[src/hdl/aesc_pkg.sv]
// Package with the AES tables, byte-level helper functions and control types.
`default_nettype none
package aesc_pkg;

  localparam int unsigned CfgIdxW = 3;
  localparam int unsigned CfgDataW = 64;

  localparam logic [CfgIdxW-1:0] CFG_KEY_WORD_0 = 3'd0;
  localparam logic [CfgIdxW-1:0] CFG_KEY_WORD_1 = 3'd1;
  localparam logic [CfgIdxW-1:0] CFG_KEY_WORD_2 = 3'd2;
  localparam logic [CfgIdxW-1:0] CFG_KEY_WORD_3 = 3'd3;
  localparam logic [CfgIdxW-1:0] CFG_KEY_LENGTH = 3'd4;
  localparam logic [CfgIdxW-1:0] CFG_DIRECTION = 3'd5;

  localparam logic [1:0] KEY_LEN_128 = 2'd0;
  localparam logic [1:0] KEY_LEN_192 = 2'd1;

  localparam logic [2047:0] SBOX_V = {
    128'h637c777bf26b6fc53001672bfed7ab76, 128'hca82c97dfa5947f0add4a2af9ca472c0,
    128'hb7fd9326363ff7cc34a5e5f171d83115, 128'h04c723c31896059a071280e2eb27b275,
    128'h09832c1a1b6e5aa0523bd6b329e32f84, 128'h53d100ed20fcb15b6acbbe394a4c58cf,
    128'hd0efaafb434d338545f9027f503c9fa8, 128'h51a3408f929d38f5bcb6da2110fff3d2,
    128'hcd0c13ec5f974417c4a77e3d645d1973, 128'h60814fdc222a908846eeb814de5e0bdb,
    128'he0323a0a4906245cc2d3ac629195e479, 128'he7c8376d8dd54ea96c56f4ea657aae08,
    128'hba78252e1ca6b4c6e8dd741f4bbd8b8a, 128'h703eb5664803f60e613557b986c11d9e,
    128'he1f8981169d98e949b1e87e9ce5528df, 128'h8ca1890dbfe6426841992d0fb054bb16};

  localparam logic [2047:0] INV_SBOX_V = {
    128'h52096ad53036a538bf40a39e81f3d7fb, 128'h7ce339829b2fff87348e4344c4dee9cb,
    128'h547b9432a6c2233dee4c950b42fac34e, 128'h082ea16628d924b2765ba2496d8bd125,
    128'h72f8f66486689816d4a45ccc5d65b692, 128'h6c704850fdedb9da5e154657a78d9d84,
    128'h90d8ab008cbcd30af7e45805b8b34506, 128'hd02c1e8fca3f0f02c1afbd0301138a6b,
    128'h3a9111414f67dcea97f2cfcef0b4e673, 128'h96ac7422e7ad3585e2f937e81c75df6e,
    128'h47f11a711d29c5896fb7620eaa18be1b, 128'hfc563e4bc6d279209adbc0fe78cd5af4,
    128'h1fdda8338807c731b11210592780ec5f, 128'h60517fa919b54a0d2de57a9f93c99cef,
    128'ha0e03b4dae2af5b0c8ebbb3c83539961, 128'h172b047eba77d626e169146355210c7d};

  typedef struct packed {
    logic blk_load;
    logic exp_init;
    logic exp_step;
    logic pre;
    logic add0;
    logic rnd_step;
    logic out_load;
  } aesc_cmd_t;

  typedef struct packed {
    logic exp_last;
    logic rnd_last;
  } aesc_sts_t;

  function automatic logic [7:0] sbox(input logic [7:0] b, input logic inv);
    logic [10:0] pos;
    pos = {~b, 3'b000};
    return inv ? INV_SBOX_V[pos +: 8] : SBOX_V[pos +: 8];
  endfunction

  function automatic logic [7:0] xt(input logic [7:0] b);
    return {b[6:0], 1'b0} ^ (b[7] ? 8'h1b : 8'h00);
  endfunction

  function automatic logic [31:0] sub_word(input logic [31:0] w);
    return {sbox(w[31:24], 1'b0), sbox(w[23:16], 1'b0), sbox(w[15:8], 1'b0),
            sbox(w[7:0], 1'b0)};
  endfunction

  function automatic logic [31:0] mix_col(input logic [31:0] c, input logic inv);
    logic [7:0] a [4];
    logic [7:0] x2 [4];
    logic [7:0] x4 [4];
    logic [7:0] x8 [4];
    logic [7:0] m9 [4];
    logic [7:0] mb [4];
    logic [7:0] md [4];
    logic [7:0] me [4];
    logic [7:0] m3 [4];
    for (int i = 0; i < 4; i++) begin
      a[i] = c[31-8*i -: 8];
      x2[i] = xt(a[i]);
      x4[i] = xt(x2[i]);
      x8[i] = xt(x4[i]);
      m3[i] = x2[i] ^ a[i];
      m9[i] = x8[i] ^ a[i];
      mb[i] = x8[i] ^ x2[i] ^ a[i];
      md[i] = x8[i] ^ x4[i] ^ a[i];
      me[i] = x8[i] ^ x4[i] ^ x2[i];
    end
    if (!inv) begin
      return {x2[0] ^ m3[1] ^ a[2] ^ a[3], a[0] ^ x2[1] ^ m3[2] ^ a[3],
              a[0] ^ a[1] ^ x2[2] ^ m3[3], m3[0] ^ a[1] ^ a[2] ^ x2[3]};
    end
    return {me[0] ^ mb[1] ^ md[2] ^ m9[3], m9[0] ^ me[1] ^ mb[2] ^ md[3],
            md[0] ^ m9[1] ^ me[2] ^ mb[3], mb[0] ^ md[1] ^ m9[2] ^ me[3]};
  endfunction

  function automatic logic [127:0] mix_all(input logic [127:0] s, input logic inv);
    logic [127:0] t;
    for (int c = 0; c < 4; c++) begin
      t[127-32*c -: 32] = mix_col(s[127-32*c -: 32], inv);
    end
    return t;
  endfunction

  function automatic logic [127:0] shift_sub(input logic [127:0] s, input logic inv);
    logic [127:0] t;
    for (int c = 0; c < 4; c++) begin
      for (int r = 0; r < 4; r++) begin
        if (!inv) begin
          t[127-8*(c*4+r) -: 8] = sbox(s[127-8*(((c+r)%4)*4+r) -: 8], 1'b0);
        end else begin
          t[127-8*(((c+r)%4)*4+r) -: 8] = sbox(s[127-8*(c*4+r) -: 8], 1'b1);
        end
      end
    end
    return t;
  endfunction

endpackage
`default_nettype wire

[src/hdl/aesc_ctrl.sv]
// Controller state machine that sequences key expansion, rounds and result hand-off.
`default_nettype none
module aesc_ctrl import aesc_pkg::*; (
  input  wire logic               clk_i,
  input  wire logic               rst_ni,
  input  wire logic               cfg_we_i,
  input  wire logic [CfgIdxW-1:0] cfg_idx_i,
  input  wire logic               in_valid_i,
  output logic                    in_ready_o,
  output logic                    out_valid_o,
  input  wire logic               out_ready_i,
  output aesc_cmd_t               cmd_o,
  input  wire aesc_sts_t          sts_i
);

  localparam logic [2:0] ST_IDLE   = 3'd0;
  localparam logic [2:0] ST_EXPAND = 3'd1;
  localparam logic [2:0] ST_FLUSH  = 3'd2;
  localparam logic [2:0] ST_PRE    = 3'd3;
  localparam logic [2:0] ST_ADD0   = 3'd4;
  localparam logic [2:0] ST_ROUND  = 3'd5;
  localparam logic [2:0] ST_DONE   = 3'd6;

  logic [2:0] state_q, state_d;
  logic       sched_q, sched_d;
  logic       ovld_q, ovld_d;
  logic       accept;

  assign accept = (state_q == ST_IDLE) && in_valid_i;

  always_comb begin
    state_d = state_q;
    sched_d = sched_q;
    ovld_d  = ovld_q && !out_ready_i;
    cmd_o   = '0;
    case (state_q)
      ST_IDLE: begin
        if (in_valid_i) begin
          cmd_o.blk_load = 1'b1;
          if (sched_q) begin
            state_d = ST_PRE;
          end else begin
            cmd_o.exp_init = 1'b1;
            state_d = ST_EXPAND;
          end
        end
      end
      ST_EXPAND: begin
        cmd_o.exp_step = 1'b1;
        if (sts_i.exp_last) state_d = ST_FLUSH;
      end
      ST_FLUSH: begin
        sched_d = 1'b1;
        state_d = ST_PRE;
      end
      ST_PRE: begin
        cmd_o.pre = 1'b1;
        state_d = ST_ADD0;
      end
      ST_ADD0: begin
        cmd_o.add0 = 1'b1;
        state_d = ST_ROUND;
      end
      ST_ROUND: begin
        cmd_o.rnd_step = 1'b1;
        if (sts_i.rnd_last) state_d = ST_DONE;
      end
      ST_DONE: begin
        if (!ovld_q || out_ready_i) begin
          cmd_o.out_load = 1'b1;
          ovld_d = 1'b1;
          state_d = ST_IDLE;
        end
      end
      default: state_d = ST_IDLE;
    endcase
    if (cfg_we_i && cfg_idx_i <= CFG_DIRECTION) sched_d = 1'b0;
  end

  always_ff @(posedge clk_i or negedge rst_ni) begin
    if (!rst_ni) begin
      state_q <= ST_IDLE;
      sched_q <= 1'b0;
      ovld_q  <= 1'b0;
    end else begin
      state_q <= state_d;
      sched_q <= sched_d;
      ovld_q  <= ovld_d;
    end
  end

  assign in_ready_o  = (state_q == ST_IDLE);
  assign out_valid_o = ovld_q;

  a_build_when_stale: assert property (@(posedge clk_i) disable iff (!rst_ni)
    accept && !sched_q |=> state_q == ST_EXPAND)
    else $error("Schedule was not rebuilt for a stale key.");

  a_flush_marks_ready: assert property (@(posedge clk_i) disable iff (!rst_ni)
    state_q == ST_FLUSH |=> sched_q && state_q == ST_PRE)
    else $error("Expansion did not complete into the round sequence.");

  a_rounds_follow_add: assert property (@(posedge clk_i) disable iff (!rst_ni)
    state_q == ST_ADD0 |=> state_q == ST_ROUND)
    else $error("Initial key addition not followed by rounds.");

  a_no_overwrite: assert property (@(posedge clk_i) disable iff (!rst_ni)
    cmd_o.out_load |-> !ovld_q || out_ready_i)
    else $error("Result register overwritten before it was taken.");

endmodule
`default_nettype wire

[config.mk]
export PLATFORM = sky130hd
export DESIGN_NAME = aesc_ctrl
export DESIGN_NICKNAME = d
export VERILOG_FILES = /design/src/hdl/aesc_pkg.sv /design/src/hdl/aesc_ctrl.sv
export SDC_FILE = /design/constraint.sdc
export NUM_CORES = 1
export LEC_CHECK = 0
export BUFFER_PORTS_ARGS = -buffer_cell sky130_fd_sc_hd__buf_2
export CORE_AREA = 3 3 40 42
export DETAILED_ROUTE_END_ITERATION = 8
export DIE_AREA = 0 0 43 45
export PLACE_DENSITY_LB_ADDON = 0.15
export SETUP_SLACK_MARGIN = 0.02
export SLEW_MARGIN = 20
export SYNTH_ARGS = -nofsm -noshare
export SYNTH_HDL_FRONTEND = slang
export SYNTH_SLANG_ARGS = --single-unit
[constraint.sdc]
create_clock -name clk_i -period 1.1 [get_ports clk_i]
set_clock_uncertainty 0.05 [all_clocks]
set_input_delay 0.055 -clock clk_i [delete_from_list [all_inputs] [get_ports clk_i]]
set_output_delay 0.055 -clock clk_i [all_outputs]
set_load 0.02 [all_outputs]
### After elaboration in Yosys (flattened, before gate mapping)

Cells that the tools add are included.

* mux-type cells: 19
* eq/ne operators: 10
* reduce and logical (&&, ||, !) cells: 8
* $lt $le $gt $ge: 1

Operator list (number)
* 3-bit case mux with 7 select lines: 1
* 3-bit two-way mux: 4
* 1-bit two-way mux: 11
* 3-bit == test (second input constant): 3
* 2-bit inequality test (second input constant): 4
* 3-bit by 2-bit == test with 1-bit output (second input constant): 2
* 2-bit two-way mux: 3
* 4-bit AND reduction: 1
* 3-bit by 1-bit == test with 1-bit output (second input constant): 1
* 3-bit less-or-equal comparator (second input constant): 1
* 3-bit logical NOT: 1
* 1-bit logical AND: 2
* 1-bit logical NOT: 2
* 2-bit nonzero test: 1
* 1-bit logical OR: 1

* bits of input ports: 10
* register bits: 5

### Logic depth before layout (Yosys ltp)

Gate-level depths: netlist (run 1).

* depth after elaboration: 4
* depth in mapped cells: 4
* mapped depth without buffers: 3

### Least setup slack after synthesis (run 1)

OpenSTA, ideal clock, no wires.

* path kind: flip-flop to output port
* start: register state_q[1]
* end: output cmd_o[5] (netlist name)
* cell stages (with the launch flop): 5
* data arrival time: 1.274 ns
* required time: 0.995 ns
* path slack: -0.279 ns
* cells stage by stage: dfrtp_1 > buf_6 > nor3_4 > and2_4 > and2b_1

RTL lines
* start: declaration: line aesc_ctrl.sv:24 `logic [2:0] state_q, state_d;`
* start signal: assignment: line aesc_ctrl.sv:86 `state_q <= state_d;`
* end: declaration: line aesc_ctrl.sv:12 `output aesc_cmd_t cmd_o,`

==> impl_metrics.csv, run 1 <==
group,metric,value,unit
setup_path,critPathCaptureType,"output port",
outcome,status,"complete, but fails checks",
pwr,ir_worst_vdd,1.27,mV
clock_tree,clk_latency,0.25,ns
synth,synth_area,320,um^2
setup_path,cp_max_fo,4,
grt,grt_pass1_vias,346,
timing,period_needed,1.40,ns
final_layout,post-route-util,51.4,%
floorplan,die_w,43,um
detailed_routing,wl_per_cell,11.2,um
synth,syn-instance-count,33,
final_layout,area_growth,106,%
clock_tree,cts_root_buffer,"clkbuf_4",
clock_tree,cts_tree,"yes",
detailed_routing,drc,0,
setup_path,cp.required,1.00,ns
detailed_routing,viasPerCell,4.23,
clock_tree,clk_transition_reported_paths,0.05,ns
synth,synth-seq-cells,5,
hold_path,whs_endpoint,"sched_q$_DFFE_PN0P_",
timing,tightest_slew,0.221,ns
hold_path,min-delay-start,"cfg_idx_i[2]",
grt,grt-ovfl-total,0,
final_layout,fin_nets,78,
floorplan,rows,13,
clock_tree,clock_sinks,5,
setup_path,r2r-start,"state_q[2]$_DFFE_PN0P_",
synth,yosys.area.top_type_share,39.1,%
setup_path,reg2reg_depth,5,
detailed_routing,ant_nets,0,
detailed_routing,vias,347,
floorplan,coreArea,1280,um^2
timing,hold_violations,0,
timing,timing.fmax,716,MHz
grt,grt_pass1_wl,1480,um
clock_tree,cts_max_path_buffers,2,
grt,grt_usage,10.7,%
placement,dpl-instance-area,477,um^2
placement,dp_slack,-0.106,ns
detailed_routing,drt-total-wl,918,um
timing,min_period_over_period,127,%
setup_path,r2r_slack,-0.22,ns
floorplan,die_y,45,um
outcome,violations,"setup timing",
final_layout,num_antenna_cells,0,
timing,setup_viol_count_final,12,
placement,dp_hpwl,601,um
floorplan,start_util,24.9,%
final_layout,final_area,661,um^2
flow_run,max-cap-violations,0,
synth,synth.avg_cell_area,9.71,um^2
synth,synth_seq_area_share,39.1,%
placement,gp_congestion,0.732,
final_layout,layout-drive-gt1-share,71.6,%
timing,layout_setup_ws,-0.297,ns
hold_path,holdPathStages,3,
synth,yosysWarnings,0,
detailed_routing,dr.pass1.iters,2,
timing,max-slew-margin-rel,85.3,%
synth,synthesis.nets,43,
clock_tree,ctsHtreeMaxLevel,1,
hold_path,hold_path.class,"in2reg",
pwr,p_leak,0.000324,uW
clock_tree,numCtsBuffers,3,
synth,yosysTopAreaCell,"dfrtp_1",
setup_path,arrival,1.29,ns
setup_path,setup.worst_path.start_class,"flop",
detailed_routing,drt_iter0_markers,6,
setup_path,path_class,"reg2out",
timing,rsz0062_at_grt,"true",
grt,antenna_found_initial,0,
timing,slew_violations,0,
synth,synth.area.top_cells,"dfrtp_1 39%, buf_6 7.0%, nand2b_1 5.9%",
synth,synth.distinct_cells,18,
pwr,cellPowerDensity,2840,nW/um^2
setup_path,reg2reg_to,"state_q[0]$_DFFE_PN0P_",
placement,numPortBuffers,17,
floorplan,pin_count,19,
floorplan,dieArea,1940,um^2
grt,grt_max_degree,6,
-- through the flow --
step                setup TNS (ns)  hold WS [ns]  instances  power [uW]
CTS                          -2.28       0.00763         81        1720
global placement            -0.355        -0.174         70        1240
floorplan                   -0.497        -0.291         33         933
global route                 -2.99        0.0172         82        2020
detailed placement          -0.337        -0.173         70        1220
finish                       -2.32        0.0263         82        1880
-- report_power, final --
group	switching (uW)	internal [uW]	leakage (uW)	total, uW
sequential	116	272	0.0000605	388
clock	87.6	138	0.0000150	226
combinational	542	722	0.000249	1260
-- state kept, by name, indices dropped and copies added, names as in the netlist --
register / flops
state_q: 3
out_valid_o: 1
sched_q: 1
-- layer usage --
layer	part of all wire (%)	vias to the layer above	wire [um]	track usage [%]
met1	46	147	424	12.0
met5	0	-	0	0
met4	0	0	0	3.61
met2	47	16	427	18.3
met3	7.2	0	66	4.78
li1	-	184	-	-
-- area by class of cell --
type | instances | area, um^2
fillers | 125 | 624
clock buffers | 4 | 26.3
inverters | 1 | 8.76
multi-input cells | 25 | 224
flip-flops and latches | 5 | 129
repair buffers | 32 | 254
well taps | 15 | 18.8
-- cell families (layout without fill, tap and decap cells) --
family | count (synthesis) | count (layout) | share of synthesized area (%)
and+or+nand+nor | 17 | 17 | 33.6
AOI/OAI and AO/OA | 7 | 7 | 14.5
DFF | 5 | 5 | 39.1
buffers and inverters | 3 | 37 | 8.20
muxes | 1 | 1 | 4.69
-- worst max-delay path by stage --
stage                            from        to  slack, ns  depth (start not counted)
2_1_floorplan  state_q[2]$_DFFE_PN0P_  cmd_o[5]      -0.26                          4
3_5_place_dp   state_q[2]$_DFFE_PN0P_  cmd_o[5]      -0.11                          4
3_3_place_gp   state_q[2]$_DFFE_PN0P_  cmd_o[5]      -0.09                          4
4_1_cts        state_q[1]$_DFFE_PN0P_  cmd_o[5]      -0.29                          4
5_1_grt        state_q[0]$_DFFE_PN0P_  cmd_o[0]      -0.37                          3
6_report       state_q[1]$_DFFE_PN0P_  cmd_o[5]      -0.30                          4
-- synth_stat cells --
cell type,n
nand3_1,1
dfrtp_1,5
nand2b_1,3
nor2_1,2
nand2_1,3
o211ai_1,1
a2bb2oi_1,1
and2b_1,1
and2_4,1
inv_1,1
a21o_1,2
o21ai_0,3
mux2_4,1
nor3_1,1
buf_6,2
nor3_4,1
nor3b_1,2
and3_1,2
-- critical path: stages (launching register included) --
cell	delay, ns
dfrtp_2	0.44
nor3_4	0.20
and2_4	0.16
and2b_2	0.14
buf_6	0.11
-- cells in the final DEF (no fill, tap or decap), types with 2 or more instances in the layout --
| cell | n |
|---|---|
| and3_4 | 2 |
| dfrtp_1 | 2 |
| nor2_1 | 2 |
| dfrtp_2 | 3 |
| buf_4 | 9 |
| nor3_4 | 2 |
| buf_2 | 11 |
| o21ai_0 | 3 |
| nand2b_1 | 3 |
| dlygate4sd3_1 | 3 |
| a21o_1 | 2 |
| clkbuf_4 | 3 |
| buf_6 | 9 |
-- timing repair --
item | in CTS | in global routing
pin swaps | 2 | 3
hold buffers | 3 | 0
buffers inserted | 4 | 2
resized for setup | 19 | 10
setup endpoints to repair | 12 | 12
cloned | 0 | 0
hold endpoints to repair | 6 | 0
No activity file was read; power rests on OpenSTA's default activity.
==> run 2, diff against run 1 <==
--- a/config.mk
+++ b/config.mk
@@ -11,7 +11,7 @@
 export DIE_AREA = 0 0 43 45
 export PLACE_DENSITY_LB_ADDON = 0.15
 export SETUP_SLACK_MARGIN = 0.02
-export SLEW_MARGIN = 20
+export SKIP_CTS_REPAIR_TIMING = 1
 export SYNTH_ARGS = -nofsm -noshare
 export SYNTH_HDL_FRONTEND = slang
 export SYNTH_SLANG_ARGS = --single-unit
==> impl_metrics.csv, run 2 (synthesis results as in run 1) <==
group,metric,value,unit
placement,dp_hpwl,601,um
setup_path,path_class,"reg2out",
timing,tightest_slew,0.172,ns
setup_path,cp.required,1.00,ns
grt,grt_pass1_vias,278,
final_layout,area_growth,91.8,%
clock_tree,cts_tree,"yes",
detailed_routing,viasPerCell,4.46,
timing,max-slew-margin-rel,88.4,%
floorplan,pin_count,19,
final_layout,fillCellCount,130,
detailed_routing,ant_nets,0,
final_layout,layout_common_cells,"10 x buf_2, 9 x buf_4, 7 x buf_6",
timing,min_period_over_period,127,%
final_layout,layout_commonest_cell,"buf_2",
detailed_routing,vias,348,
clock_tree,clk_latency,0.25,ns
final_layout,multi_input_area,218,um^2
clock_tree,cts_max_path_buffers,2,
floorplan,die_w,43,um
detailed_routing,drt-total-wl,858,um
floorplan,coreArea,1280,um^2
timing,period_needed,1.40,ns
final_layout,regArea,129,um^2
outcome,status,"complete, but fails checks",
final_layout,num_antenna_cells,0,
clock_tree,clock_sinks,5,
detailed_routing,drc,0,
final_layout,post-route-util,47.8,%
floorplan,die_y,45,um
clock_tree,clk_transition_reported_paths,0.05,ns
flow_run,max-cap-violations,0,
timing,layout_setup_ws,-0.298,ns
clock_tree,numCtsBuffers,3,
placement,gp_congestion,0.732,
detailed_routing,dr.pass1.iters,4,
floorplan,dieArea,1940,um^2
pwr,power.total,1740,uW
grt,grt_usage,8.71,%
timing,hold_violations,0,
grt,grt-ovfl-total,0,
final_layout,fin_nets,74,
floorplan,start_util,24.9,%
final_layout,layout-drive-gt1-share,73.0,%
pwr,ir_worst_vdd,1.45,mV
pwr,cellPowerDensity,2840,nW/um^2
grt,grt_max_degree,7,
detailed_routing,drt_iter0_markers,4,
setup_path,arrival,1.29,ns
timing,rsz0062_at_grt,"true",
setup_path,critPathCaptureType,"output port",
detailed_routing,wl_per_cell,11.0,um
timing,timing.fmax,715,MHz
placement,numPortBuffers,17,
timing,setup_viol_count_final,11,
timing,slew_violations,0,
pwr,p_leak,0.000296,uW
clock_tree,cts_root_buffer,"clkbuf_4",
outcome,violations,"setup timing",
hold_path,hold_path.class,"in2reg",
grt,antenna_found_initial,0,
clock_tree,ctsHtreeMaxLevel,1,
final_layout,largest_register,"state_q",
final_layout,largest_reg_flops,3,
grt,grt_pass1_wl,1200,um
setup_path,cp_max_fo,4,
floorplan,rows,13,
setup_path,setup.worst_path.start_class,"flop",
[run 2: changes by cell type in the layout (fill, tap and decap cells not counted), sizes merged]
cell         delta
buf             -3
dlygate4sd3     -1
[run 2: cell type report]
type                            count  area share [%]
Multi-Input combinational cell     25            35.4
Sequential cell                     5            21.0
Tap cell                           15            3.05
Inverter                            1            1.02
Clock buffer                        4            4.28
Timing Repair Buffer               28            35.2
[run 2: metal layers]
layer  global-route usage [%]  routed length (um)
met1                     10.8                 411
met2                     12.0                 383
met4                     3.61                   0
met5                        0                   0
met3                     5.58                  62
[run 2: power by group]
part | leakage [uW] | internal (uW) | total [uW] | switching [uW]
logic | 0.000220 | 627 | 1120 | 494
clock network | 0.0000150 | 138 | 228 | 90.1
registers | 0.0000605 | 272 | 395 | 123
[run 2: final timing paths]
kind | start | endpoint | slack (ns) | depth (start not counted)
min reg2reg | out_valid_o$_DFF_PN0_ | out_valid_o$_DFF_PN0_ | 0.52 | 2
min in group asynchronous | rst_ni | out_valid_o$_DFF_PN0_ | 0.10 | 2
max | state_q[1]$_DFFE_PN0P_ | cmd_o[5] | -0.30 | 4
max in group asynchronous | rst_ni | state_q[0]$_DFFE_PN0P_ | 0.75 | 2
min | cfg_idx_i[1] | sched_q$_DFFE_PN0P_ | 0.01 | 3
max reg2reg | state_q[2]$_DFFE_PN0P_ | state_q[0]$_DFFE_PN0P_ | -0.13 | 4
[run 2: through the flow]
stage / cell area, um^2 / setup slack (ns) / hold WS, ns / setup TNS (ns) / cells
finish: 614 / -0.298 / 0.0143 / -1.79 / 78
global route: 614 / -0.336 / 0.00650 / -2.28 / 78
CTS: 503 / -0.375 / -0.441 / -2.34 / 74
detailed placement: 477 / -0.106 / -0.173 / -0.337 / 70
global placement: 477 / -0.0940 / -0.174 / -0.355 / 70
floorplan: 343 / -0.258 / -0.291 / -0.497 / 33
[run 2: worst max-delay path, stage by stage (launching register included)]
cell     delay (ns)
dfrtp_2        0.44
nor3_4         0.20
and2_4         0.16
and2b_2        0.14
buf_6          0.11
